## config.mk

```make
export PLATFORM = sky130hd
export DESIGN_NAME = rcd_ray
export DESIGN_NICKNAME = d
export VERILOG_FILES = /design/src/assert_macros.svh /design/src/rcd_pkg.sv /design/src/rcd_ray.sv
export SDC_FILE = /design/constraint.sdc
export NUM_CORES = 2
export LEC_CHECK = 0
export BUFFER_PORTS_ARGS = -buffer_cell sky130_fd_sc_hd__buf_2
export CORE_UTILIZATION = 39
export DETAILED_ROUTE_END_ITERATION = 8
export GPL_TIMING_DRIVEN = 0
export PLACE_DENSITY = 0.56
export SYNTH_ARGS = -nofsm -noshare
export SYNTH_HDL_FRONTEND = slang
export SYNTH_SLANG_ARGS = --single-unit
```

## constraint.sdc

```tcl
create_clock -name clk -period 22.7 [get_ports clk]
set_input_delay 4.54 -clock clk [delete_from_list [all_inputs] [get_ports clk]]
set_output_delay 4.54 -clock clk [all_outputs]
set_load 0.05 [all_outputs]
```

## src/assert_macros.svh

```systemverilog
// Assertion macros used by the ray set-up top level.
// Each macro expects signals named clk and rst_n in the including module.
`ifndef ASSERT_MACROS_SVH
`define ASSERT_MACROS_SVH

// Condition must hold at every clock edge outside reset.
`define RCD_ASSERT_ALWAYS(label, cond, msg) \
    label: assert property (@(posedge clk) disable iff (!rst_n) (cond)) else $error(msg);

// Antecedent implies consequent in the same cycle.
`define RCD_ASSERT_IMPLY(label, ante, cons, msg) \
    label: assert property (@(posedge clk) disable iff (!rst_n) (ante) |-> (cons)) \
        else $error(msg);

`endif

```

## src/rcd_pkg.sv

```systemverilog
// Package for the raycast column set-up block: widths, register indexes,
// pipeline depths and the structs passed between stages. No dependencies.
package rcd_pkg;

    localparam int ScreenColumnsDefault = 640;
    localparam int DivBitsPerStage      = 4;
    localparam int DivStages            = 32 / DivBitsPerStage;
    localparam int RayStages            = 4;
    localparam int SideStages           = 2;
    localparam int TotalStages          = RayStages + DivStages + SideStages;
    localparam int TdataWidth           = 208;

    typedef enum logic [2:0] {
        REG_POS_X      = 3'd0,
        REG_POS_Y      = 3'd1,
        REG_VIEW_DIR_X = 3'd2,
        REG_VIEW_DIR_Y = 3'd3,
        REG_PLANE_X    = 3'd4,
        REG_PLANE_Y    = 3'd5
    } rcd_reg_t;

    // Partial state of the reciprocal 2^32 / mag.
    typedef struct packed {
        logic [18:0] rem;
        logic [31:0] quot;
        logic [18:0] mag;
    } rcd_div_t;

    // Per-ray values that travel alongside the divider.
    typedef struct packed {
        logic signed [16:0] cam;
        logic signed [18:0] rx;
        logic signed [18:0] ry;
        logic               negx;
        logic               posy;
        logic               infx;
        logic               infy;
        logic               onex;
        logic               oney;
    } rcd_meta_t;

endpackage

```

## src/rcd_ray.sv

```systemverilog
// Front end of the ray set-up: camera offset, ray direction and magnitudes.
// Four register stages. Depends on rcd_pkg.
module rcd_ray #(
    parameter int SCREEN_COLUMNS = rcd_pkg::ScreenColumnsDefault
) (
    input  logic                clk,
    input  logic                en,
    input  logic [9:0]          column,
    input  logic signed [17:0]  view_dir_x,
    input  logic signed [17:0]  view_dir_y,
    input  logic signed [17:0]  plane_x,
    input  logic signed [17:0]  plane_y,
    output rcd_pkg::rcd_meta_t  meta,
    output logic [18:0]         mag_x,
    output logic [18:0]         mag_y
);
    import rcd_pkg::*;

    // Exact division of column * 2^17 by the column count: multiply by the
    // rounded-up reciprocal and shift, valid for dividends below 2^27.
    localparam int RecipShift = 27 + $clog2(SCREEN_COLUMNS);
    localparam logic [63:0] RecipWide =
        ((64'd1 << RecipShift) + 64'(SCREEN_COLUMNS) - 64'd1) / 64'(SCREEN_COLUMNS);
    localparam logic [27:0] CamRecip = RecipWide[27:0];
    localparam int ProdShift = RecipShift - 17;

    logic [37:0]        prod_reg;
    logic signed [16:0] cam_reg, cam3_reg;
    logic signed [34:0] px_reg, py_reg;
    rcd_meta_t          meta_reg;
    logic [18:0]        mag_x_reg, mag_y_reg;

    logic [37:0]        quot_wide;
    logic signed [28:0] cam_diff;
    logic signed [16:0] cam_next;
    logic signed [19:0] sum_x, sum_y;
    logic signed [18:0] rx_next, ry_next;

    always_comb
    begin
        quot_wide = prod_reg >> ProdShift;
        cam_diff  = $signed({1'b0, quot_wide[27:0]}) - 29'sd65536;
        if (cam_diff > 29'sd65535)
            cam_next = 17'sd65535;
        else
            cam_next = cam_diff[16:0];

        sum_x = {{2{view_dir_x[17]}}, view_dir_x} + {px_reg[34], px_reg[34:16]};
        sum_y = {{2{view_dir_y[17]}}, view_dir_y} + {py_reg[34], py_reg[34:16]};
        if (sum_x[19] != sum_x[18])
            rx_next = sum_x[19] ? 19'sh40000 : 19'sd262143;
        else
            rx_next = sum_x[18:0];
        if (sum_y[19] != sum_y[18])
            ry_next = sum_y[19] ? 19'sh40000 : 19'sd262143;
        else
            ry_next = sum_y[18:0];
    end

    always_ff @(posedge clk)
    begin
        if (en)
        begin
            prod_reg  <= 38'(column) * 38'(CamRecip);
            cam_reg   <= cam_next;
            px_reg    <= 35'(plane_x) * 35'(cam_reg);
            py_reg    <= 35'(plane_y) * 35'(cam_reg);
            cam3_reg  <= cam_reg;
            meta_reg.cam  <= cam3_reg;
            meta_reg.rx   <= rx_next;
            meta_reg.ry   <= ry_next;
            meta_reg.negx <= rx_next[18];
            meta_reg.posy <= !ry_next[18] && (ry_next != 19'sd0);
            meta_reg.infx <= rx_next == 19'sd0;
            meta_reg.infy <= ry_next == 19'sd0;
            meta_reg.onex <= rx_next == 19'sd1 || rx_next == -19'sd1;
            meta_reg.oney <= ry_next == 19'sd1 || ry_next == -19'sd1;
            mag_x_reg <= rx_next[18] ? 19'(-rx_next) : 19'(rx_next);
            mag_y_reg <= ry_next[18] ? 19'(-ry_next) : 19'(ry_next);
        end
    end

    assign meta  = meta_reg;
    assign mag_x = mag_x_reg;
    assign mag_y = mag_y_reg;

endmodule

```

==> summary.txt <==
Outcome
  – Status: complete, no violations

STA
  – Final hold vios: 0
  – Clock skew: 0.0218 ns
  – RSZ-0062 raised after global routing: false
  – Highest achievable clock rate: 0.0881 GHz
  – Finish-stage setup viols: 0
  – Worst slew margin: 0.226
  – Setup TNS: 0 ns
  – Fin. max-slew vios: 0
  – Tightest Pin Transition: 1.13 ns
  – Worst hold slack: 0.421 ns
  – Min Tclk post-route: 11.35 ns
  – Crit share post-route: 0.500

Logic synthesis
  – Synth cell count leaders: inv_1, fa_1, nand2_1, and2_1, ha_1
  – Area of the mapped netlist: 0.0333 mm2
  – Area contributors post-synth: fa_1, edfxtp_1, ha_1
  – Main synth FF type: edfxtp_1
  – EDFF count, synth: 186
  – Largest area contributor in the netlist: fa_1
  – Async S/R FF share, synth: 0
  – Post-Syn Instances: 3,300
  – Synth Warn #: 0
  – Count leader, synth: inv_1
  – Unique cell type count in the Yosys netlist: 94
  – Synth top area share: 0.392
  – Synth Net Count: 4,321
  – Synth Area per Inst: 10.1 um2
  – Seq/Total Area, Yosys: 0.168
  – Yosys reg bits: 186

Route
  – DRC violations left: 0
  – First-pass DRT Iterations: 8
  – Vias: 23,101
  – Wire length on met1: 38,700 um
  – Initial DRC count: 1,402
  – Routed met2 length: 40,200 um
  – Metal3 WL: 6130 um
  – Drt total wl: 86,100 um
  – Top routing layer in use: met5
  – Wire per inst: 18.5 um
  – ANT nets after route: 0
  – Drt via density: 4.97

Worst setup path
  – Crit path cell chain: buf_2 > clkbuf_1 > nand2_1 > fa_1 > inv_1 > fa_1 > inv_1 > fa_1 > inv_1 > fa_1 > fa_1 > inv_1 > fa_1 > inv_1 > ha_1 > nand4_1 > a2111oi_0 > o21ai_0 > a31oi_1 > o21a_1 > o21a_1 > nor2_1 > xnor2_1
  – Worst r2r src: cam_reg[2]
  – CP arrival: 11.60 ns
  – Crit path kind: in -> reg
  – CP Max Fanout: 10
  – Worst-case reg-to-reg path depth: 23
  – Critical Path Most Common Cell: fa_1
  – CP max stage delay: 0.99 ns
  – CP startpoint: plane_y[7]
  – CP Capture Type: register
  – Critical Path Start Type: input port
  – Slowest CP cell: a2111oi_0
  – CP required: 22.95 ns

Finish
  – Filler cells: 8,265
  – Multi-input combinational cell area: 0.0245 mm2
  – Area Growth Syn to Fin: 8.98%
  – Fin util: 0.432
  – Fraction of layout cells with a size suffix above 1: 0.0803
  – Number of flip-flops in the largest register: 60
  – Post-route cell area: 0.0362 mm2
  – Final #Nets: 4,523
  – Register area: 0.00559 mm2

Clock network
  – Num CTS Buffers: 17
  – Clock slew at reported path FFs: 0.08 ns
  – Cts repair resizes: 0
  – Clock Tree Buf Depth: 2
  – H-tree Lvls: 4
  – Root cell of the clock tree: clkbuf_16
  – CTS sink cnt: 186
  – CTS tree: done
  – Post-CTS Setup Bufs: 0
  – Hold bufs inserted after CTS: 0
  – Latest clock arrival within the worst-skew pair: 0.50 ns

Floorplanning
  – Row count: 106
  – Core footprint: 0.0840 mm2
  – Die area: 0.0864 mm2
  – Initial Util: 0.396
  – Die W: 294 um
  – IO Pins: 183
  – Die height: 294 um

Min path
  – Hold crit path type: reg -> reg
  – Min-Delay Startpoint: cam3_reg[7]
  – Worst hold stages: 0

GRT
  – Grt ovf: 0
  – First-pass GRT wire length: 136,000 um
  – Vias in the first global route: 23,715
  – Largest net degree at the start of global routing: 97
  – Gr usage total: 0.209
  – Antenna violations before repair: 5

Placed design
  – I/O Buffers: 182
  – Post-DP Area: 0.0356 mm2
  – Post-DP HPWL: 70,700 um
  – Placer congestion estimate: 0.917

Flow run
  – # Max-Cap Violations: 0
==> worst paths after layout <==
kind | end | slack, ns
worst min-delay path | meta[51] | 0.42
worst max register to register | py_reg[30] | 14.49
worst min register to register | meta[51] | 0.42
worst max-delay path | py_reg[30] | 11.35
==> stage by stage <==
stage               setup slack, ns  cells
global route                  10.93   4648
global placement              10.93   4616
CTS                           11.39   4648
floorplan                     12.33   3300
detailed placement            10.86   4617
finish                        11.35   4649
==> placed cells by master, fill, tap and decap left out, types with 17 or more instances in the layout <==
cell type,Yosys,routed
fa_1,652,652
clkbuf_16,0,17
and2_1,308,308
ha_1,285,285
a21oi_1,69,69
clkbuf_1,108,110
or2_2,24,24
xor2_1,34,34
a21o_1,30,30
o21ai_0,40,40
nor3_1,28,28
nor2_1,114,114
a31oi_1,17,17
nand3_1,20,20
edfxtp_1,186,186
xnor2_1,80,80
buf_2,5,186
nand2_1,334,334
nand4_1,19,19
inv_1,714,714
==> critical path, delay by kind of cell <==
kind / cells / cell delay, ns
fa+ha+maj: 7 / 3.35
xor+xnor: 1 / 0.11
compound gates: 5 / 2.12
simple gates: 3 / 0.41
buf+inv: 7 / 1.05
==> area by class of cell <==
class | count | area share
Inverter | 716 | 0.0742
Multi-Input combinational cell | 2278 | 0.676
Buffer | 120 | 0.0131
Timing Repair Buffer | 183 | 0.0262
Clock inverter | 12 | 0.00511
Clock buffer | 19 | 0.0119
Tap cell | 1134 | 0.0391
Antenna cell | 1 | 0.0000690
Sequential cell | 186 | 0.154
==> routing by layer <==
metal | up-vias | GRT usage
met1 | 11825 | 0.301
met2 | 621 | 0.331
met5 | - | 0
met3 | 61 | 0.0358
met4 | 2 | 0.0377
li1 | 10592 | -
==> kinds of logic after synthesis <==
| kind of cell | synth area share |
|---|---|
| and+or+nand+nor | 0.144 |
| xor gates and xnor gates | 0.0310 |
| adders and majority gates | 0.500 |
| muxes | 0.00196 |
| buffers and inverters | 0.0951 |
| DFF | 0.168 |
| AOI/OAI and AO/OA | 0.0601 |
Power is not shown: default switching activity piles up to over one toggle a cycle in this logic, so the estimate is an artifact.
