===== src/assert_macros.svh =====
// Assertion macros used by the ray set-up top level.
// Each macro expects signals named clk and rst_n in the including module.
`ifndef ASSERT_MACROS_SVH
`define ASSERT_MACROS_SVH

// Condition must hold at every clock edge outside reset.
`define RCD_ASSERT_ALWAYS(label, cond, msg) \
    label: assert property (@(posedge clk) disable iff (!rst_n) (cond)) else $error(msg);

// Antecedent implies consequent in the same cycle.
`define RCD_ASSERT_IMPLY(label, ante, cons, msg) \
    label: assert property (@(posedge clk) disable iff (!rst_n) (ante) |-> (cons)) \
        else $error(msg);

`endif


===== src/rcd_pkg.sv =====
// Package for the raycast column set-up block: widths, register indexes,
// pipeline depths and the structs passed between stages. No dependencies.
package rcd_pkg;

    localparam int ScreenColumnsDefault = 640;
    localparam int DivBitsPerStage      = 4;
    localparam int DivStages            = 32 / DivBitsPerStage;
    localparam int RayStages            = 4;
    localparam int SideStages           = 2;
    localparam int TotalStages          = RayStages + DivStages + SideStages;
    localparam int TdataWidth           = 208;

    typedef enum logic [2:0] {
        REG_POS_X      = 3'd0,
        REG_POS_Y      = 3'd1,
        REG_VIEW_DIR_X = 3'd2,
        REG_VIEW_DIR_Y = 3'd3,
        REG_PLANE_X    = 3'd4,
        REG_PLANE_Y    = 3'd5
    } rcd_reg_t;

    // Partial state of the reciprocal 2^32 / mag.
    typedef struct packed {
        logic [18:0] rem;
        logic [31:0] quot;
        logic [18:0] mag;
    } rcd_div_t;

    // Per-ray values that travel alongside the divider.
    typedef struct packed {
        logic signed [16:0] cam;
        logic signed [18:0] rx;
        logic signed [18:0] ry;
        logic               negx;
        logic               posy;
        logic               infx;
        logic               infy;
        logic               onex;
        logic               oney;
    } rcd_meta_t;

endpackage


===== src/rcd_side.sv =====
// Delta saturation and initial side distance for one axis, two stages.
// Depends on rcd_pkg.
module rcd_side (
    input  logic        clk,
    input  logic        en,
    input  logic [15:0] frac,
    input  logic        toward_low,
    input  logic        inf,
    input  logic        unit,
    input  logic [31:0] quot,
    output logic [31:0] delta,
    output logic [31:0] side
);
    import rcd_pkg::*;

    logic [31:0] delta1_reg, delta2_reg, side_reg, delta_next;
    logic [48:0] prod_reg;
    logic        inf_reg;
    logic [16:0] span;
    logic [32:0] scaled;

    always_comb
    begin
        delta_next = (inf || unit) ? 32'hFFFF_FFFF : quot;
        span = toward_low ? {1'b0, frac} : 17'd65536 - {1'b0, frac};
        scaled = prod_reg[48:16];
    end

    always_ff @(posedge clk)
    begin
        if (en)
        begin
            delta1_reg <= delta_next;
            prod_reg   <= 49'(span) * 49'(delta_next);
            inf_reg    <= inf;
            delta2_reg <= delta1_reg;
            side_reg   <= (inf_reg || scaled[32]) ? 32'hFFFF_FFFF : scaled[31:0];
        end
    end

    assign delta = delta2_reg;
    assign side  = side_reg;

endmodule


===== config.mk =====
export PLATFORM = sky130hd
export DESIGN_NAME = rcd_side
export DESIGN_NICKNAME = d
export VERILOG_FILES = /design/src/assert_macros.svh /design/src/rcd_pkg.sv /design/src/rcd_side.sv
export SDC_FILE = /design/constraint.sdc
export NUM_CORES = 1
export LEC_CHECK = 0
export ABC_AREA = 1
export BUFFER_PORTS_ARGS = -buffer_cell sky130_fd_sc_hd__buf_2
export CAP_MARGIN = 20
export CORE_ASPECT_RATIO = 1.4
export CORE_MARGIN = 10
export CORE_UTILIZATION = 28
export CTS_CLUSTER_SIZE = 20
export DETAILED_ROUTE_END_ITERATION = 16
export GPL_TIMING_DRIVEN = 0
export PLACE_DENSITY = 0.45
export SKIP_CTS_REPAIR_TIMING = 1
export SYNTH_ARGS = -nofsm -noshare
export SYNTH_HDL_FRONTEND = slang
export SYNTH_SLANG_ARGS = --single-unit

===== constraint.sdc =====
create_clock -name clk -period 8.9 [get_ports clk]
set_input_delay 0.89 -clock clk [delete_from_list [all_inputs] [get_ports clk]]
set_output_delay 0.89 -clock clk [all_outputs]
set_load 0.05 [all_outputs]

==> flow_metrics.env, run 1 <==
export IMPL_wl_per_cell_um=21.1
export IMPL_vias=17558
export IMPL_r2r_end="side[2]"
export IMPL_clock_skew_ns=0.0267
export IMPL_cts_made_buffers=17
export IMPL_synthCells=2654
export IMPL_drv_slew=0
export IMPL_drt_met1_wl_um=29500
export IMPL_initial_core_util_pct=28.3
export IMPL_place_congestion=0.918
export IMPL_crit_path_frequent_cell="inv_1"
export IMPL_drc=0
export IMPL_fin_crit_sh_pct=95.4
export IMPL_hp_start="delta1_reg[26]"
export IMPL_ys_seq_elements=130
export IMPL_finalSetupViolCount=0
export IMPL_ant_nets=0
export IMPL_wl_met3_um=2890
export IMPL_syn_area_mm2=0.0224
export IMPL_overflow=0
export IMPL_cp_end_kind="flop"
export IMPL_drt_first_pass_iters=6
export IMPL_required_ns=9.14
export IMPL_clock_fmax_mhz=118
export IMPL_grt_pass1_wl_um=122000
export IMPL_io_pins=117
export IMPL_yosysSeqAreaShare_pct=17.4
export IMPL_die_h_um=355
export IMPL_yosys_warnings=0
export IMPL_cpMaxStageDelayCell="fa_1"
export IMPL_routed_wl_met2_um=43000
export IMPL_hp_class="reg2reg"
export IMPL_grt_pass1_vias=19737
export IMPL_drtIter0Drc=1100
export IMPL_grt_antenna_before_repair=2
export IMPL_worstSetupStartpointType="input pin"
export IMPL_maxSlewHeadroom_pct=30.2
export IMPL_cts_root_buf="clkbuf_16"
export IMPL_max_cap_violations=0
export IMPL_grt_usage_pct=18.3
export IMPL_maxUsedRoutingLayer="met4"
export IMPL_setup_ws_ns=0.409
export IMPL_synth_cell_types=34
export IMPL_area_growth_pct=11.1
export IMPL_whs_path_depth=0
export IMPL_dp_worst_setup_slack_ns=0.0329
export IMPL_final_area_mm2=0.0249
export IMPL_hold_path_endpoint="delta[26]"
export IMPL_drive_gt1_share_pct=8.46
export IMPL_place_hpwl_um=68700
export IMPL_min_period_ns=8.49
export IMPL_grt_max_degree=72
export IMPL_largest_register_ffs=33
export IMPL_fp_dieW_um=259
export IMPL_totalWireLength_um=81300
export IMPL_max_stage_delay_ns=0.61
export IMPL_num_rows=122
export IMPL_syn_nets=3276
export IMPL_whs_ns=0.407
export IMPL_dpl_instance_area_mm2=0.0243
export IMPL_outcome="complete, no violations"
export IMPL_regToRegStartpoint="inf_reg"
export IMPL_synth_area_per_cell_um2=8.44
export IMPL_finalHoldViolCount=0
export IMPL_portBuffers=116
export IMPL_rsz0062_at_grt="false"
export IMPL_tritoncts="yes"
export IMPL_rrSetupSlack_ns=7.08
export IMPL_cts_num_sinks=130
export IMPL_fin_setup_tns_ns=0
export IMPL_arrival_ns=8.73
export IMPL_die_area_mm2=0.0918
export IMPL_fin_nets=3412
export IMPL_via_per_inst=4.55
export IMPL_crit_type="in2reg"
export IMPL_ctsLongestPathBuffers=2
export IMPL_rr_worst_depth=3
export IMPL_coreArea_mm2=0.0792
export IMPL_clk_pin_slew_ns=0.08
export IMPL_htreeDepth=4
export IMPL_worstSkewPairLatency_ns=0.52
export IMPL_cp_max_fo=10
export IMPL_max_slew_worst_pin_slew_ns=1.04
-- cells in the mapped netlist, drive strengths merged --
library cell	count	share of area (%)
o211ai	4	0.13
nand4	17	0.48
o21bai	2	0.067
nor3	12	0.29
xnor2	6	0.23
nand2	613	10
a21o	4	0.13
nor2	298	5.4
a21oi	67	1.5
clkinv	11	0.18
nand3b	1	0.034
clkbuf	30	0.50
fa	447	40
nor4	3	0.084
o21a	4	0.13
a21boi	1	0.034
o21ai	46	1.0
ha	122	6.8
buf	46	1.1
nand3	66	1.5
inv	704	12
edfxtp	130	17
or2	4	0.11
xor2	16	0.63
-- layout by cell type, fill, tap and decap left out, drive strengths merged, types with 2 or more instances in the layout --
cell type / netlist / final
a21oi: 67 / 67
clkinv: 11 / 17
xnor2: 6 / 6
nand2: 613 / 613
o211ai: 4 / 4
fa: 447 / 447
buf: 46 / 163
clkinvlp: 0 / 2
o21a: 4 / 4
a21o: 4 / 4
or2: 4 / 4
nand4: 17 / 17
o21bai: 2 / 2
xor2: 16 / 16
clkbuf: 30 / 48
ha: 122 / 122
nand3: 66 / 66
nor2: 298 / 298
nor3: 12 / 12
o21ai: 46 / 46
nor4: 3 / 3
inv: 704 / 709
edfxtp: 130 / 130
-- worst max path at each step --
stage                  from           end  slack (ns)  cells past startpoint
finish              frac[0]  prod_reg[45]        0.41                     33
global placement    frac[0]  prod_reg[39]        0.07                     32
floorplan           frac[0]  prod_reg[43]        2.20                     33
detailed placement  frac[0]  prod_reg[39]        0.03                     32
CTS                 frac[0]  prod_reg[45]        0.56                     33
global route        frac[0]  prod_reg[37]        0.09                     33
-- stage by stage --
step / utilization (%) / cells
after detailed placement: 30.7 / 3825
after global placement: 30.7 / 3824
after floorplan: - / 2654
final: 31.4 / 3858
after CTS: 31.4 / 3857
after global routing: 31.4 / 3857
-- cells by family (layout without fill, tap and decap cells) --
| logic type | after synthesis | after routing | synth area share, % |
|---|---|---|---|
| compound gates | 128 | 128 | 3.03 |
| xor+xnor | 22 | 22 | 0.861 |
| fa+ha+maj | 569 | 569 | 46.8 |
| buf+inv | 791 | 940 | 13.6 |
| flops | 130 | 130 | 17.4 |
| other cells | 0 | 1 | 0 |
| simple gates | 1014 | 1014 | 18.3 |
-- worst max-delay path: cells and delay by family --
family                   cells  cell delay [ns]
adder cells (fa/ha/maj)      8             3.76
AND/OR/NAND/NOR             11             2.04
buffers and inverters       13             1.86
AO/OA/AOI/OAI                1             0.14
-- final cells by class --
type,count,area [um2]
multi-input combinational,1733,15400
sequential,130,3900
buffer,76,368
antenna,1,2.50
tap,1054,1320
timing repair buffer,117,614
clock buffer,18,429
fill,8606,54300
clock inverter,14,130
inverter,715,2680
-- per-layer routing --
metal | up-vias | global-route usage, %
li1 | 8007 | -
met2 | 470 | 34.1
met3 | 171 | 2.19
met1 | 8910 | 19.0
met4 | 0 | 12.1
met5 | - | 0
Power of run 1 is left out: the tool's default activity adds up to more than one toggle a clock period on the data nets, which glitch-free logic cannot reach.
==> inputs of run 2 (changes only) <==
--- a/config.mk
+++ b/config.mk
@@ -10,11 +10,11 @@
 export CAP_MARGIN = 20
 export CORE_ASPECT_RATIO = 1.4
 export CORE_MARGIN = 10
-export CORE_UTILIZATION = 28
+export CORE_UTILIZATION = 55
 export CTS_CLUSTER_SIZE = 20
 export DETAILED_ROUTE_END_ITERATION = 16
 export GPL_TIMING_DRIVEN = 0
-export PLACE_DENSITY = 0.45
+export PLACE_DENSITY = 0.75
 export SKIP_CTS_REPAIR_TIMING = 1
 export SYNTH_ARGS = -nofsm -noshare
 export SYNTH_HDL_FRONTEND = slang
==> flow_metrics.env, run 2 (synthesis results as in run 1) <==
export IMPL_min_period_ns=8.25
export IMPL_overflow=0
export IMPL_ant_nets=0
export IMPL_via_per_inst=5.47
export IMPL_initial_core_util_pct=55.6
export IMPL_grt_pass1_wl_um=111000
export IMPL_maxSlewHeadroom_pct=24.7
export IMPL_place_congestion=1.05
export IMPL_hp_class="reg2reg"
export IMPL_fin_crit_sh_pct=92.7
export IMPL_fp_dieW_um=191
export IMPL_rr_worst_depth=3
export IMPL_drv_slew=0
export IMPL_drive_gt1_share_pct=8.49
export IMPL_cts_root_buf="clkbuf_16"
export IMPL_rsz0062_at_grt="false"
export IMPL_totalWireLength_um=71600
export IMPL_die_h_um=259
export IMPL_grt_pass1_vias=19944
export IMPL_whs_path_depth=0
export IMPL_io_pins=117
export IMPL_worstSkewPairLatency_ns=0.46
export IMPL_max_stage_delay_ns=0.56
export IMPL_cts_made_buffers=17
export IMPL_finalSetupViolCount=0
export IMPL_clk_pin_slew_ns=0.09
export IMPL_layout_commonest_cell="inv_1"
export IMPL_crit_type="in2reg"
export IMPL_die_area_mm2=0.0493
export IMPL_area_growth_pct=8.30
export IMPL_crit_path_frequent_cell="inv_1"
export IMPL_wl_per_cell_um=21.4
export IMPL_num_rows=87
export IMPL_fin_setup_tns_ns=0
export IMPL_drt_first_pass_iters=6
export IMPL_max_cap_violations=0
export IMPL_place_hpwl_um=59000
export IMPL_grt_usage_pct=30.0
export IMPL_drc=0
export IMPL_worstSetupStartpointType="input pin"
export IMPL_coreArea_mm2=0.0403
export IMPL_required_ns=9.11
export IMPL_largest_register_ffs=33
export IMPL_cts_num_sinks=130
export IMPL_cp_max_fo=11
export IMPL_cpMaxStageDelayCell="fa_1"
export IMPL_finalHoldViolCount=0
export IMPL_fin_nets=3412
export IMPL_grt_max_degree=107
export IMPL_ctsLongestPathBuffers=2
export IMPL_tritoncts="yes"
export IMPL_outcome="complete, no violations"
export IMPL_layout_common_cells="700 x inv_1, 607 x nand2_1, 447 x fa_1"
export IMPL_drtIter0Drc=1568
export IMPL_clock_fmax_mhz=121
export IMPL_arrival_ns=8.46
export IMPL_htreeDepth=4
export IMPL_cp_end_kind="flop"
export IMPL_max_slew_worst_pin_slew_ns=1.12
export IMPL_grt_antenna_before_repair=1
export IMPL_portBuffers=116
export IMPL_vias=18249
export IMPL_clock_skew_ns=0.0140
[run 2: worst paths after layout]
kind	start	to	slack (ns)
min	delta1_reg[24]	delta[24]	0.41
max	frac[0]	prod_reg[39]	0.65
min reg2reg	delta1_reg[24]	delta[24]	0.41
max reg2reg	inf_reg	side[16]	7.39
[run 2: layout make-up]
cell class,count,area (um2)
diodes,1,2.50
plain buffers,76,368
clock buffers,18,429
clock inverters,14,145
fillers,3650,16000
inverters,715,2680
multi-input cells,1733,15400
flip-flops and latches,130,3900
well taps,534,668
repair buffers,117,614
[run 2: routing by layer]
layer  wire length (um)  track usage, %  up-vias
li1                   -               -     8008
met1              24200            32.7     9048
met2              35500            51.2      906
met3               6000            5.99      287
met4               5930            21.7        0
met5                  0               0        -
[run 2: worst max-delay path, delay by kind of cell]
kind                       cells  cell delay (ns)
AOI/OAI and AO/OA              4             0.94
adders and majority gates      8             3.67
buffers and inverters         11             1.56
and+or+nand+nor                9             1.37
[run 2: stage by stage]
stage / setup WS, ns / std cells / hold slack, ns / cell area, um2 / util, %
after floorplan: 2.20 / 2654 / 0.400 / 22400 / -
after global placement: 0.418 / 3304 / 0.400 / 23600 / 58.7
after detailed placement: 0.371 / 3305 / 0.405 / 23700 / 58.8
after CTS: 0.843 / 3337 / 0.409 / 24200 / 60.2
after global routing: 0.250 / 3337 / 0.419 / 24200 / 60.2
final: 0.653 / 3338 / 0.409 / 24200 / 60.2
Power of run 2 is left out for the same reason.
==> inputs of run 3 (changes only) <==
--- a/config.mk
+++ b/config.mk
@@ -11,6 +11,7 @@
 export CORE_ASPECT_RATIO = 1.4
 export CORE_MARGIN = 10
 export CORE_UTILIZATION = 55
+export CTS_BUF_LIST = sky130_fd_sc_hd__clkbuf_4 sky130_fd_sc_hd__clkbuf_8
 export CTS_CLUSTER_SIZE = 20
 export DETAILED_ROUTE_END_ITERATION = 16
 export GPL_TIMING_DRIVEN = 0
==> flow_metrics.env, run 3 (synthesis results as in run 1) <==
export IMPL_htreeDepth=4
export IMPL_overflow=0
export IMPL_layout_common_cells="700 x inv_1, 607 x nand2_1, 447 x fa_1"
export IMPL_maxSlewHeadroom_pct=25.9
export IMPL_outcome="complete, no violations"
export IMPL_fillCellCount=3690
export IMPL_cts_num_sinks=130
export IMPL_grt_pass1_vias=19961
export IMPL_dp_worst_setup_slack_ns=0.371
export IMPL_die_h_um=259
export IMPL_seqCellArea_mm2=0.00390
export IMPL_grt_pass1_wl_um=111000
export IMPL_grt_max_degree=107
export IMPL_drtIter0Drc=1462
export IMPL_wl_per_cell_um=21.3
export IMPL_totalWireLength_um=71200
export IMPL_max_cap_violations=0
export IMPL_fin_setup_tns_ns=0
export IMPL_cts_made_buffers=17
export IMPL_fp_dieW_um=191
export IMPL_drt_first_pass_iters=9
export IMPL_ant_nets=0
export IMPL_cts_root_buf="clkbuf_8"
export IMPL_portBuffers=116
export IMPL_rr_worst_depth=3
export IMPL_drive_gt1_share_pct=8.53
export IMPL_ctsLongestPathBuffers=2
export IMPL_initial_core_util_pct=55.6
export IMPL_r2r_end="side[25]"
export IMPL_worstSkewPairLatency_ns=0.52
export IMPL_rsz0062_at_grt="false"
export IMPL_via_per_inst=5.45
export IMPL_die_area_mm2=0.0493
export IMPL_endpoint="prod_reg[39]"
export IMPL_coreArea_mm2=0.0403
export IMPL_drc=0
export IMPL_cp_max_fo=10
export IMPL_max_slew_worst_pin_slew_ns=1.11
export IMPL_vias=18199
export IMPL_tritoncts="yes"
export IMPL_min_period_ns=8.18
export IMPL_multiInputGateArea_mm2=0.0154
export IMPL_grt_antenna_before_repair=1
export IMPL_startpoint="frac[0]"
export IMPL_place_hpwl_um=59000
export IMPL_required_ns=9.16
export IMPL_clock_fmax_mhz=122
export IMPL_setup_ws_ns=0.716
export IMPL_rrSetupSlack_ns=7.40
export IMPL_finalHoldViolCount=0
export IMPL_cpMaxStageDelayCell="fa_1"
export IMPL_finalSetupViolCount=0
export IMPL_dp_cells=3305
export IMPL_max_stage_delay_ns=0.56
export IMPL_layout_commonest_cell="inv_1"
export IMPL_largest_register_ffs=33
export IMPL_layoutNonFillerInstCount=3338
export IMPL_crit_path_frequent_cell="inv_1"
export IMPL_grt_usage_pct=29.9
export IMPL_hp_class="reg2reg"
export IMPL_fin_crit_sh_pct=92.0
export IMPL_num_rows=87
export IMPL_place_congestion=1.05
export IMPL_arrival_ns=8.44
export IMPL_worstSetupStartpointType="input pin"
export IMPL_fin_nets=3412
export IMPL_regToRegStartpoint="inf_reg"
export IMPL_crit_type="in2reg"
export IMPL_clk_pin_slew_ns=0.12
export IMPL_drv_slew=0
export IMPL_area_growth_pct=7.47
export IMPL_cp_end_kind="flop"
export IMPL_clock_skew_ns=0.0220
export IMPL_io_pins=117
==> run 3: cell counts in the layout (fill, tap and decap cells not counted) <==
No cell type changed its count.
==> run 3: how the worst min path moves through the flow <==
stage / start / endpoint / slack [ns] / cells past startpoint
2_1_floorplan: delta1_reg[0] / delta[0] / 0.40 / 0
4_1_cts: delta1_reg[24] / delta[24] / 0.41 / 0
6_report: delta1_reg[24] / delta[24] / 0.40 / 0
3_5_place_dp: delta1_reg[12] / delta[12] / 0.41 / 0
3_3_place_gp: delta1_reg[4] / delta[4] / 0.40 / 0
5_1_grt: delta1_reg[5] / delta[5] / 0.42 / 0
==> run 3: layer usage <==
metal	track usage, %	routed length, um	share of wire (%)	vias to the layer above
li1	-	-	-	7992
met3	4.84	5680	8.0	285
met2	51.4	35500	50	896
met4	21.7	5860	8.2	0
met1	32.9	24100	34	9026
met5	0	0	0	-
==> run 3: layout make-up <==
class	instances	share of cell area (%)
diodes	1	0.0104
flip-flops and latches	130	16.2
clock buffers	18	1.00
multi-input cells	1733	64.1
inverters	715	11.2
repair buffers	117	2.55
clock inverters	14	0.603
plain buffers	76	1.53
well taps	534	2.78
==> run 3: critical path, delay by kind of cell <==
kind / cells / cell delay [ns]
buffers and inverters: 11 / 1.55
AND/OR/NAND/NOR: 9 / 1.34
AO/OA/AOI/OAI: 4 / 0.94
adder cells (fa/ha/maj): 8 / 3.68
==> run 3: through the flow <==
| step | util (%) | hold slack, ns | cell area [um2] |
|---|---|---|---|
| after floorplan | - | 0.400 | 22400 |
| after global routing | 59.7 | 0.423 | 24100 |
| after global placement | 58.7 | 0.400 | 23600 |
| final | 59.7 | 0.404 | 24100 |
| after CTS | 59.7 | 0.407 | 24100 |
| after detailed placement | 58.8 | 0.405 | 23700 |
Power of run 3 is left out for the same reason.
