[src/assert_macros.svh]
// Assertion macros used by the ray set-up top level.
// Each macro expects signals named clk and rst_n in the including module.
`ifndef ASSERT_MACROS_SVH
`define ASSERT_MACROS_SVH

// Condition must hold at every clock edge outside reset.
`define RCD_ASSERT_ALWAYS(label, cond, msg) \
    label: assert property (@(posedge clk) disable iff (!rst_n) (cond)) else $error(msg);

// Antecedent implies consequent in the same cycle.
`define RCD_ASSERT_IMPLY(label, ante, cons, msg) \
    label: assert property (@(posedge clk) disable iff (!rst_n) (ante) |-> (cons)) \
        else $error(msg);

`endif

[src/rcd_pkg.sv]
// Package for the raycast column set-up block: widths, register indexes,
// pipeline depths and the structs passed between stages. No dependencies.
package rcd_pkg;

    localparam int ScreenColumnsDefault = 640;
    localparam int DivBitsPerStage      = 4;
    localparam int DivStages            = 32 / DivBitsPerStage;
    localparam int RayStages            = 4;
    localparam int SideStages           = 2;
    localparam int TotalStages          = RayStages + DivStages + SideStages;
    localparam int TdataWidth           = 208;

    typedef enum logic [2:0] {
        REG_POS_X      = 3'd0,
        REG_POS_Y      = 3'd1,
        REG_VIEW_DIR_X = 3'd2,
        REG_VIEW_DIR_Y = 3'd3,
        REG_PLANE_X    = 3'd4,
        REG_PLANE_Y    = 3'd5
    } rcd_reg_t;

    // Partial state of the reciprocal 2^32 / mag.
    typedef struct packed {
        logic [18:0] rem;
        logic [31:0] quot;
        logic [18:0] mag;
    } rcd_div_t;

    // Per-ray values that travel alongside the divider.
    typedef struct packed {
        logic signed [16:0] cam;
        logic signed [18:0] rx;
        logic signed [18:0] ry;
        logic               negx;
        logic               posy;
        logic               infx;
        logic               infy;
        logic               onex;
        logic               oney;
    } rcd_meta_t;

endpackage

[src/rcd_div_stage.sv]
// One registered stage of the restoring reciprocal divider.
// Retires DivBitsPerStage quotient bits. Depends on rcd_pkg.
module rcd_div_stage (
    input  logic               clk,
    input  logic               en,
    input  rcd_pkg::rcd_div_t  d_in,
    output rcd_pkg::rcd_div_t  d_out
);
    import rcd_pkg::*;

    rcd_div_t d_reg, d_next;

    always_comb
    begin
        logic [19:0] r2;
        d_next = d_in;
        for (int i = 0; i < DivBitsPerStage; i++)
        begin
            r2 = {d_next.rem, 1'b0};
            if (r2 >= {1'b0, d_next.mag})
            begin
                r2 = r2 - {1'b0, d_next.mag};
                d_next.quot = {d_next.quot[30:0], 1'b1};
            end
            else
            begin
                d_next.quot = {d_next.quot[30:0], 1'b0};
            end
            d_next.rem = r2[18:0];
        end
    end

    always_ff @(posedge clk)
    begin
        if (en)
            d_reg <= d_next;
    end

    assign d_out = d_reg;

endmodule

[config.mk]
export PLATFORM = sky130hd
export DESIGN_NAME = rcd_div_stage
export DESIGN_NICKNAME = d
export VERILOG_FILES = /design/src/assert_macros.svh /design/src/rcd_pkg.sv /design/src/rcd_div_stage.sv
export SDC_FILE = /design/constraint.sdc
export NUM_CORES = 1
export LEC_CHECK = 0
export ABC_AREA = 0
export BUFFER_PORTS_ARGS = -buffer_cell sky130_fd_sc_hd__buf_2
export CORE_MARGIN = 10
export CORE_UTILIZATION = 35
export CTS_BUF_LIST = sky130_fd_sc_hd__clkbuf_2 sky130_fd_sc_hd__clkbuf_4 sky130_fd_sc_hd__clkbuf_8
export DETAILED_ROUTE_END_ITERATION = 12
export GPL_ROUTABILITY_DRIVEN = 0
export PLACE_DENSITY = 0.55
export SETUP_SLACK_MARGIN = 0.15
export SYNTH_ARGS = -nofsm -noshare
export SYNTH_HDL_FRONTEND = slang
export SYNTH_SLANG_ARGS = --single-unit
[constraint.sdc]
create_clock -name clk -period 35.3 [get_ports clk]
set_clock_uncertainty 0.05 [all_clocks]
set_input_delay 8.825 -clock clk [delete_from_list [all_inputs] [get_ports clk]]
set_output_delay 8.825 -clock clk [all_outputs]
set_load 0.05 [all_outputs]
==> results of run 1 <==
path summary, 6_finish.rpt:
check | to | depth (start not counted) | start | slack, ns
max | d_out[52] | 41 | d_in[0] | 15.94
min | d_out[33] | 1 | d_in[29] | 8.59
logic make-up (layout without fill, tap and decap cells):
kind of cell               after synthesis  after routing
AOI/OAI and AO/OA                      198            198
DFF                                     70             70
buffers and inverters                   63            203
muxes                                   44             44
xor gates and xnor gates                56             56
adders and majority gates               74             74
and+or+nand+nor                        170            170
metrics by stage:
step            util  total power (W)
3_5_place_dp   0.409         0.000727
2_1_floorplan      -         0.000640
6_report       0.418         0.000779
4_1_cts        0.418         0.000786
3_3_place_gp   0.409         0.000722
5_1_grt        0.418         0.000848
metal layers:
layer | part of all wire | track usage | up-vias | wire length, µm
met5 | 0 | 0 | - | 0
met4 | 0.0094 | 0.0337 | 0 | 152
met3 | 0.067 | 0.0321 | 10 | 1080
met2 | 0.42 | 0.194 | 135 | 6820
met1 | 0.50 | 0.180 | 2381 | 8170
li1 | - | - | 2777 | -
where the power goes:
group	switching [W]	leakage [nW]	internal [W]	total (W)
registers	0.00000350	0.685	0.000130	0.000134
clock network	0.0000306	0.0801	0.0000248	0.0000554
logic	0.000313	2.60	0.000276	0.000589
final cells by class:
| type | instances | area (µm²) | share of cell area |
|---|---|---|---|
| Timing Repair Buffer | 140 | 711 | 0.0937 |
| Clock buffer | 9 | 124 | 0.0163 |
| Sequential cell | 70 | 2100 | 0.277 |
| Tap cell | 229 | 287 | 0.0378 |
| Inverter | 47 | 176 | 0.0233 |
| Multi-Input combinational cell | 542 | 4140 | 0.546 |
| Clock inverter | 7 | 41.3 | 0.00545 |
worst max-delay path, delay by kind of cell:
family | cells | cell delay, ns
AOI/OAI and AO/OA | 22 | 4.78
muxes | 4 | 1.37
and+or+nand+nor | 5 | 1.17
buffers and inverters | 6 | 1.63
adders and majority gates | 4 | 1.57
Yosys cell counts (all sizes together) (2+ instances only):
cell,count
o211ai,6
ha,73
o22ai,4
nor2b,9
buf,9
a21oi,46
edfxtp,70
o21ai,48
or4,2
inv,47
a21boi,4
nor3,14
xor2,20
mux2i,3
o41a,2
xnor2,36
or3,7
nor4,3
nor2,52
nand4,7
a31oi,7
and3,3
a211oi,9
and2,5
or2,2
a2111oi,2
a21o,20
o31a,2
nand2,47
mux2,41
nand3,7
clkbuf,7
o31ai,4
o41ai,3
o21bai,9
nand2b,12
o311ai,2
a211o,4
o21a,16
==> out/qor.csv, run 1 <==
stage,metric,value,unit
place,hpwl,13500,µm
logic_synthesis,yosys.area.top_type,edfxtp_1,
setup_path,cp_slowest_cell,fa_1,
clock_network,numCtsBuffers,9,
place,dpl_cell_area,7420,µm²
final_layout,layout_common_cells,"buf_2, ha_1, edfxtp_1, nor2_1",
power,power.density,103,nW/µm²
power,ir_drop,0.0000453,V
clock_network,cts_resized,0,
routing,drt_wl_total,16200,µm
routing,drt_pre_antenna_iters,4,
clock_network,cts_tree,done,
status,status,"finished, final reports clean",
place,post-place-ws,15.49,ns
routing,drc_errors,0,
clock_network,clock_path_buffers,2,
logic_synthesis,syn_nets,821,
grt,grt_pass1_wl,25800,µm
grt,antenna_found_initial,0,
timing,max_freq,0.0516,GHz
setup_path,required,35.36,ns
final_layout,areaGrowthSynthToFinish,16.3,%
logic_synthesis,synth_top_family_by_area,compound AO/OA/AOI/OAI gates,
routing,drtAntennaViolNets,0,
final_layout,drive_above_1_share,0.263,
final_layout,instances_no_fill,1044,
timing,hold_viol,0,
routing,first_iter_violations,211,
setup_path,path_class,in2reg,
logic_synthesis,synthAdderAreaFrac,0.143,
timing,rsz0062_at_grt,no,
timing,final.setup.tns,0,ns
final_layout,n_fill_cell,1843,
setup_path,worstPathMaxFanout,31,
timing,setup-violations-final,0,
logic_synthesis,synth_mux_area_frac,0.0864,
timing,worst_slew_pin_slew,0.914,ns
floorplanning,io_pins,142,
logic_synthesis,synthArstFlopShare,0,
logic_synthesis,ys_types,66,
final_layout,largest_reg_flops,70,
final_layout,layout.nets,956,
timing,hold_ws,8.59,ns
final_layout,mostFrequentLayoutCell,buf_2,
logic_synthesis,synthTopCellsByArea,"edfxtp_1, ha_1, xnor2_1, mux2_4, mux2_2",
clock_network,clock-sinks,70,
logic_synthesis,ys_warn_count,0,
hold_path,min_path_type,in2reg,
run,cap_violations,0,
grt,grt_pass1_vias,5062,
setup_path,max_stage_delay,0.54,ns
floorplanning,dieArea,24500,µm²
logic_synthesis,netlist_instances,675,
logic_synthesis,synth-xor-area-share,0.0753,
logic_synthesis,synthSimpleGateAreaFrac,0.123,
place,place_inst,1028,
setup_path,endpoint_kind,flop,
final_layout,finalInstanceArea,7580,µm²
setup_path,cp_data_arrival_time,19.42,ns
grt,grt_max_degree,71,
floorplanning,rows,49,
timing,min_period,19.36,ns
routing,wl_per_cell,15.5,µm
grt,grtUsageTotal,0.129,
timing,drv_slew,0,
timing,period_share,0.549,
clock_network,htree_num_levels,3,
setup_path,start_kind,input port,
logic_synthesis,synth_flop_cell,edfxtp_1,
logic_synthesis,synth_area_per_cell,9.66,µm²
logic_synthesis,ys_ff_latch,70,
timing,slew_headroom,0.391,
routing,vias_per_cell,5.08,
clock_network,ctsHoldBuffers,0,
place,port_buffers,137,
grt,overflow,0,
clock_network,postCtsSetupBuffers,0,
power,total_leakage_power,3.37,nW
routing,vias,5303,
floorplanning,die_y,156,µm
final_layout,num_antenna_cells,0,
floorplanning,start_util,0.359,
clock_network,path_clk_slew,0.07,ns
timing,worst_slack,15.94,ns
logic_synthesis,synth.cell_area,6520,µm²
setup_path,crit_top_cell,a21o_1,
logic_synthesis,synth-compound-area-share,0.207,
logic_synthesis,synth_top_area_share,0.323,
floorplanning,die_w,156,µm
clock_network,root_buffer,clkbuf_8,
logic_synthesis,ys_seq_area_frac,0.323,
logic_synthesis,synth_edf_count,70,
floorplanning,core_area,18100,µm²
No activity file was read; power rests on OpenSTA's default activity.
==> run 2: changes to the inputs <==
==> constraint.sdc (replaced) <==
create_clock -name clk -period 18 [get_ports clk]
set_clock_uncertainty 0.05 [all_clocks]
set_input_delay 4.5 -clock clk [delete_from_list [all_inputs] [get_ports clk]]
set_output_delay 4.5 -clock clk [all_outputs]
set_load 0.05 [all_outputs]
==> out/qor.csv, run 2 (same netlist as run 1, synthesis figures left out) <==
stage,metric,value,unit,change
power,sw_frac_of_total,0.442,,-0.00476
final_layout,final_util,0.419,,+0.000965
final_layout,largest_reg_flops,70,,unchanged
clock_network,clock_path_buffers,2,,unchanged
final_layout,drive_above_1_share,0.263,,+0.000323
clock_network,cts_resized,0,,unchanged
setup_path,required,18.05,ns,-17.31 ns
setup_path,max_stage_delay,0.78,ns,+0.24 ns
routing,wl_per_cell,15.8,µm,+1.6%
routing,drc_errors,0,,unchanged
floorplanning,io_pins,142,,unchanged
clock_network,path_clk_slew,0.07,ns,about the same
floorplanning,dieArea,24500,µm²,unchanged
final_layout,layout.nets,956,,unchanged
place,hpwl,13500,µm,+0.43%
floorplanning,die_y,156,µm,unchanged
routing,drtAntennaViolNets,0,,unchanged
final_layout,instances_no_fill,1043,,-0.096%
timing,rsz0062_at_grt,no,,
setup_path,endpoint_kind,flop,,
clock_network,ctsHoldBuffers,0,,unchanged
clock_network,numCtsBuffers,9,,unchanged
grt,grt_pass1_vias,5147,,+1.7%
setup_path,cp_slowest_cell,a21oi_2,,
routing,vias_per_cell,5.15,,+1.5%
power,ir_drop,0.000102,V,+120%
grt,antenna_found_initial,0,,unchanged
grt,grt_pass1_wl,26100,µm,+1.4%
place,place_inst,1028,,unchanged
timing,min_period,15.52,ns,
setup_path,worstPathMaxFanout,25,,-19%
timing,drv_slew,0,,unchanged
place,port_buffers,137,,unchanged
timing,period_share,0.862,,
hold_path,min_path_type,in2reg,,
power,p_int,0.000861,W,+100%
power,clkPwrFrac,0.079,,+0.008
setup_path,cpLargestDelayFamily,compound AO/OA/AOI/OAI gates,,
grt,grt_max_degree,71,,unchanged
final_layout,layout_common_cells,"buf_2, ha_1, edfxtp_1, nor2_1",,
power,power.density,203,nW/µm²,+97%
floorplanning,rows,49,,unchanged
floorplanning,die_w,156,µm,unchanged
final_layout,n_fill_cell,1846,,+0.16%
grt,overflow,0,,unchanged
setup_path,start_kind,input port,,
timing,slew_headroom,0.328,,-0.0631
clock_network,htree_num_levels,3,,unchanged
power,p_sw,0.000680,W,+96%
setup_path,cp_data_arrival_time,15.57,ns,-3.85 ns
power,seq_power_share,0.170,,-0.002
clock_network,cts_tree,done,,
run,cap_violations,0,,unchanged
timing,setup-violations-final,0,,unchanged
setup_path,crit_top_cell,ha_1,,
floorplanning,core_area,18100,µm²,unchanged
status,status,"finished, final reports clean",,
power,total_leakage_power,3.38,nW,+0.38%
power,finalPower,0.00154,W,+98%
routing,drt_wl_total,16500,µm,+1.5%
final_layout,mostFrequentLayoutCell,buf_2,,
power,combPwrFrac,0.751,,-0.006
grt,grtUsageTotal,0.131,,+0.00175
setup_path,path_class,in2reg,,
routing,vias,5375,,+1.4%
final_layout,num_antenna_cells,0,,unchanged
floorplanning,start_util,0.359,,unchanged
setup_path,worst-path-buf-inv,5,,-1
routing,drt_pre_antenna_iters,5,,+1
timing,worst_slew_pin_slew,1.01,ns,+0.0947 ns
timing,hold_viol,0,,unchanged
routing,first_iter_violations,186,,-12%
timing,max_freq,0.0644,GHz,
clock_network,postCtsSetupBuffers,0,,unchanged
clock_network,root_buffer,clkbuf_8,,
final_layout,areaGrowthSynthToFinish,16.6,%,
clock_network,clock-sinks,70,,unchanged
timing,final.setup.tns,0,ns,unchanged
==> run 2: power groups by stage <==
stage,clock network [W],registers [W],logic (W)
floorplan,0,0.000391,0.000864
global placement,0,0.000265,0.00115
detailed placement,0,0.000266,0.00116
CTS,0.000128,0.000263,0.00116
global route,0.000133,0.000266,0.00128
finish,0.000122,0.000262,0.00116
==> run 2: layout make-up <==
type	count	area (µm²)	share of cell area
Multi-Input combinational cell	542	4140	0.545
Timing Repair Buffer	140	711	0.0935
Tap cell	229	287	0.0377
Clock buffer	10	131	0.0173
Clock inverter	5	51.3	0.00675
Inverter	47	176	0.0232
Sequential cell	70	2100	0.277
==> run 2: through the flow <==
stage	setup WS (ns)	instance area, µm²	hold WS (ns)
6_report	2.48	7600	4.27
5_1_grt	1.66	7600	4.25
4_1_cts	2.38	7600	4.24
3_5_place_dp	2.00	7420	4.63
3_3_place_gp	2.09	7420	4.63
2_1_floorplan	3.89	6520	4.55
==> run 2: final timing paths <==
check / startpoint / end / slack, ns / cells after the start
worst max-delay path: d_in[0] / d_out[52] / 2.48 / 40
worst min-delay path: d_in[26] / d_out[30] / 4.27 / 1
==> run 2: layer usage <==
metal | GRT usage | routed length [µm] | share of wire | vias to the layer above
li1 | - | - | - | 2782
met1 | 0.177 | 8210 | 0.50 | 2459
met2 | 0.206 | 7120 | 0.43 | 128
met3 | 0.0313 | 1010 | 0.061 | 6
met4 | 0.0310 | 138 | 0.0084 | 0
met5 | 0 | 0 | 0 | -
==> run 3: changes to the inputs <==
--- a/config.mk
+++ b/config.mk
@@ -12,7 +12,7 @@
 export CTS_BUF_LIST = sky130_fd_sc_hd__clkbuf_2 sky130_fd_sc_hd__clkbuf_4 sky130_fd_sc_hd__clkbuf_8
 export DETAILED_ROUTE_END_ITERATION = 12
 export GPL_ROUTABILITY_DRIVEN = 0
-export PLACE_DENSITY = 0.55
+export MAX_ROUTING_LAYER = met4
 export SETUP_SLACK_MARGIN = 0.15
 export SYNTH_ARGS = -nofsm -noshare
 export SYNTH_HDL_FRONTEND = slang
==> out/qor.csv, run 3 (same netlist as run 1, synthesis figures left out) <==
stage,metric,value,unit,change
status,status,"finished, final reports clean",,
final_layout,layout.nets,956,,unchanged
routing,drtAntennaViolNets,0,,unchanged
floorplanning,dieArea,24500,µm²,unchanged
timing,max_freq,0.0637,GHz,-1.2%
timing,period_share,0.873,,+0.0105
routing,drt_wl_total,15800,µm,-3.9%
clock_network,postCtsSetupBuffers,0,,unchanged
setup_path,path_class,in2reg,,
routing,vias_per_cell,5.09,,-1.2%
clock_network,ctsHoldBuffers,0,,unchanged
final_layout,layout_common_cells,"buf_2, ha_1, edfxtp_1, nor2_1",,
setup_path,cp_data_arrival_time,15.75,ns,+0.18 ns
timing,worst_slew_pin_slew,0.909,ns,-0.100 ns
final_layout,drive_above_1_share,0.263,,unchanged
final_layout,final_util,0.422,,+0.00317
timing,final.setup.tns,0,ns,unchanged
floorplanning,die_y,156,µm,unchanged
clock_network,htree_num_levels,3,,unchanged
floorplanning,rows,49,,unchanged
setup_path,max_stage_delay,0.72,ns,-0.06 ns
run,cap_violations,0,,unchanged
final_layout,largest_reg_flops,70,,unchanged
routing,vias,5330,,-0.84%
setup_path,worstPathMaxFanout,25,,unchanged
grt,grt_max_degree,71,,unchanged
timing,rsz0062_at_grt,no,,
power,total_leakage_power,3.40,nW,+0.72%
setup_path,endpoint_kind,flop,,
setup_path,crit_top_cell,ha_1,,
setup_path,cp_slowest_cell,a21oi_2,,
routing,drc_errors,0,,unchanged
clock_network,cts_tree,done,,
routing,first_iter_violations,283,,+52%
power,power.density,204,nW/µm²,+0.84%
setup_path,required,18.04,ns,about the same
clock_network,root_buffer,clkbuf_8,,
clock_network,clock_path_buffers,2,,unchanged
clock_network,clock-sinks,70,,unchanged
floorplanning,die_w,156,µm,unchanged
floorplanning,core_area,18100,µm²,unchanged
place,post-place-ws,1.93,ns,-0.0711 ns
grt,overflow,0,,unchanged
grt,grtUsageTotal,0.130,,-0.00121
final_layout,mostFrequentLayoutCell,buf_2,,
timing,slew_headroom,0.394,,+0.0667
power,ir_drop,0.0000770,V,-24%
hold_path,min_to,d_out[26],,
hold_path,min_path_type,in2reg,,
timing,worst_slack,2.29,ns,-0.189 ns
clock_network,cts_resized,0,,unchanged
power,finalPower,0.00157,W,+1.6%
routing,drt_pre_antenna_iters,4,,-1
timing,setup-violations-final,0,,unchanged
routing,wl_per_cell,15.1,µm,-4.3%
hold_path,whs_path_depth,1,,unchanged
floorplanning,io_pins,142,,unchanged
timing,min_period,15.71,ns,+0.189 ns
place,hpwl,13100,µm,-3.0%
clock_network,numCtsBuffers,9,,unchanged
place,port_buffers,137,,unchanged
grt,grt_pass1_wl,25500,µm,-2.5%
grt,grt_pass1_vias,5111,,-0.70%
hold_path,hp-start,d_in[22],,
setup_path,start_kind,input port,,
timing,drv_slew,0,,unchanged
floorplanning,start_util,0.359,,unchanged
final_layout,areaGrowthSynthToFinish,17.5,%,
grt,antenna_found_initial,2,,+2
timing,hold_viol,0,,unchanged
clock_network,path_clk_slew,0.07,ns,about the same
[run 3: changes by cell type in the layout (fill, tap and decap cells not counted), sizes merged]
cell,before,now
clkinv,3,2
bufinv,1,3
diode,0,4
clkinvlp,1,0
[run 3: how the worst max path moves through the flow]
stage	start	end	slack, ns
floorplan	d_in[0]	d_out[52]	3.89
detailed placement	d_in[0]	d_out[54]	1.93
CTS	d_in[0]	d_out[60]	2.26
global placement	d_in[0]	d_out[52]	2.13
global route	d_in[0]	d_out[60]	1.52
finish	d_in[0]	d_out[60]	2.29
[run 3: cell type report]
type	count	area [µm²]
Multi-Input combinational cell	542	4140
Inverter	47	176
Timing Repair Buffer	140	711
Sequential cell	70	2100
Fill cell	1807	10500
Tap cell	229	287
Clock buffer	10	131
Clock inverter	5	98.8
Antenna cell	4	10.0
[run 3: report_power, final]
part	total (W)	switching, W	internal, W
Clock	0.000149	0.0000565	0.0000921
Combinational	0.00116	0.000614	0.000541
Sequential	0.000262	0.00000624	0.000255
[run 3: metal layers]
layer,vias up,GRT usage,share of wire
li1,2796,-,-
met1,2401,0.166,0.49
met2,121,0.199,0.43
met3,12,0.0310,0.068
met4,0,0.0400,0.014
met5,-,-,0
[run 3: critical path, delay by kind of cell]
family | cells | cell delay [ns]
mux | 3 | 1.10
fa+ha+maj | 4 | 1.47
buf+inv | 5 | 1.47
simple gates | 6 | 1.23
compound gates | 22 | 5.88
[run 3: metrics by stage]
stage               hold slack [ns]  cell area, µm²  std cells
floorplan                      4.55            6520        675
CTS                            4.26            7650       1043
detailed placement             4.63            7420       1028
global route                   4.26            7650       1045
finish                         4.27            7660       1047
global placement               4.63            7420       1028
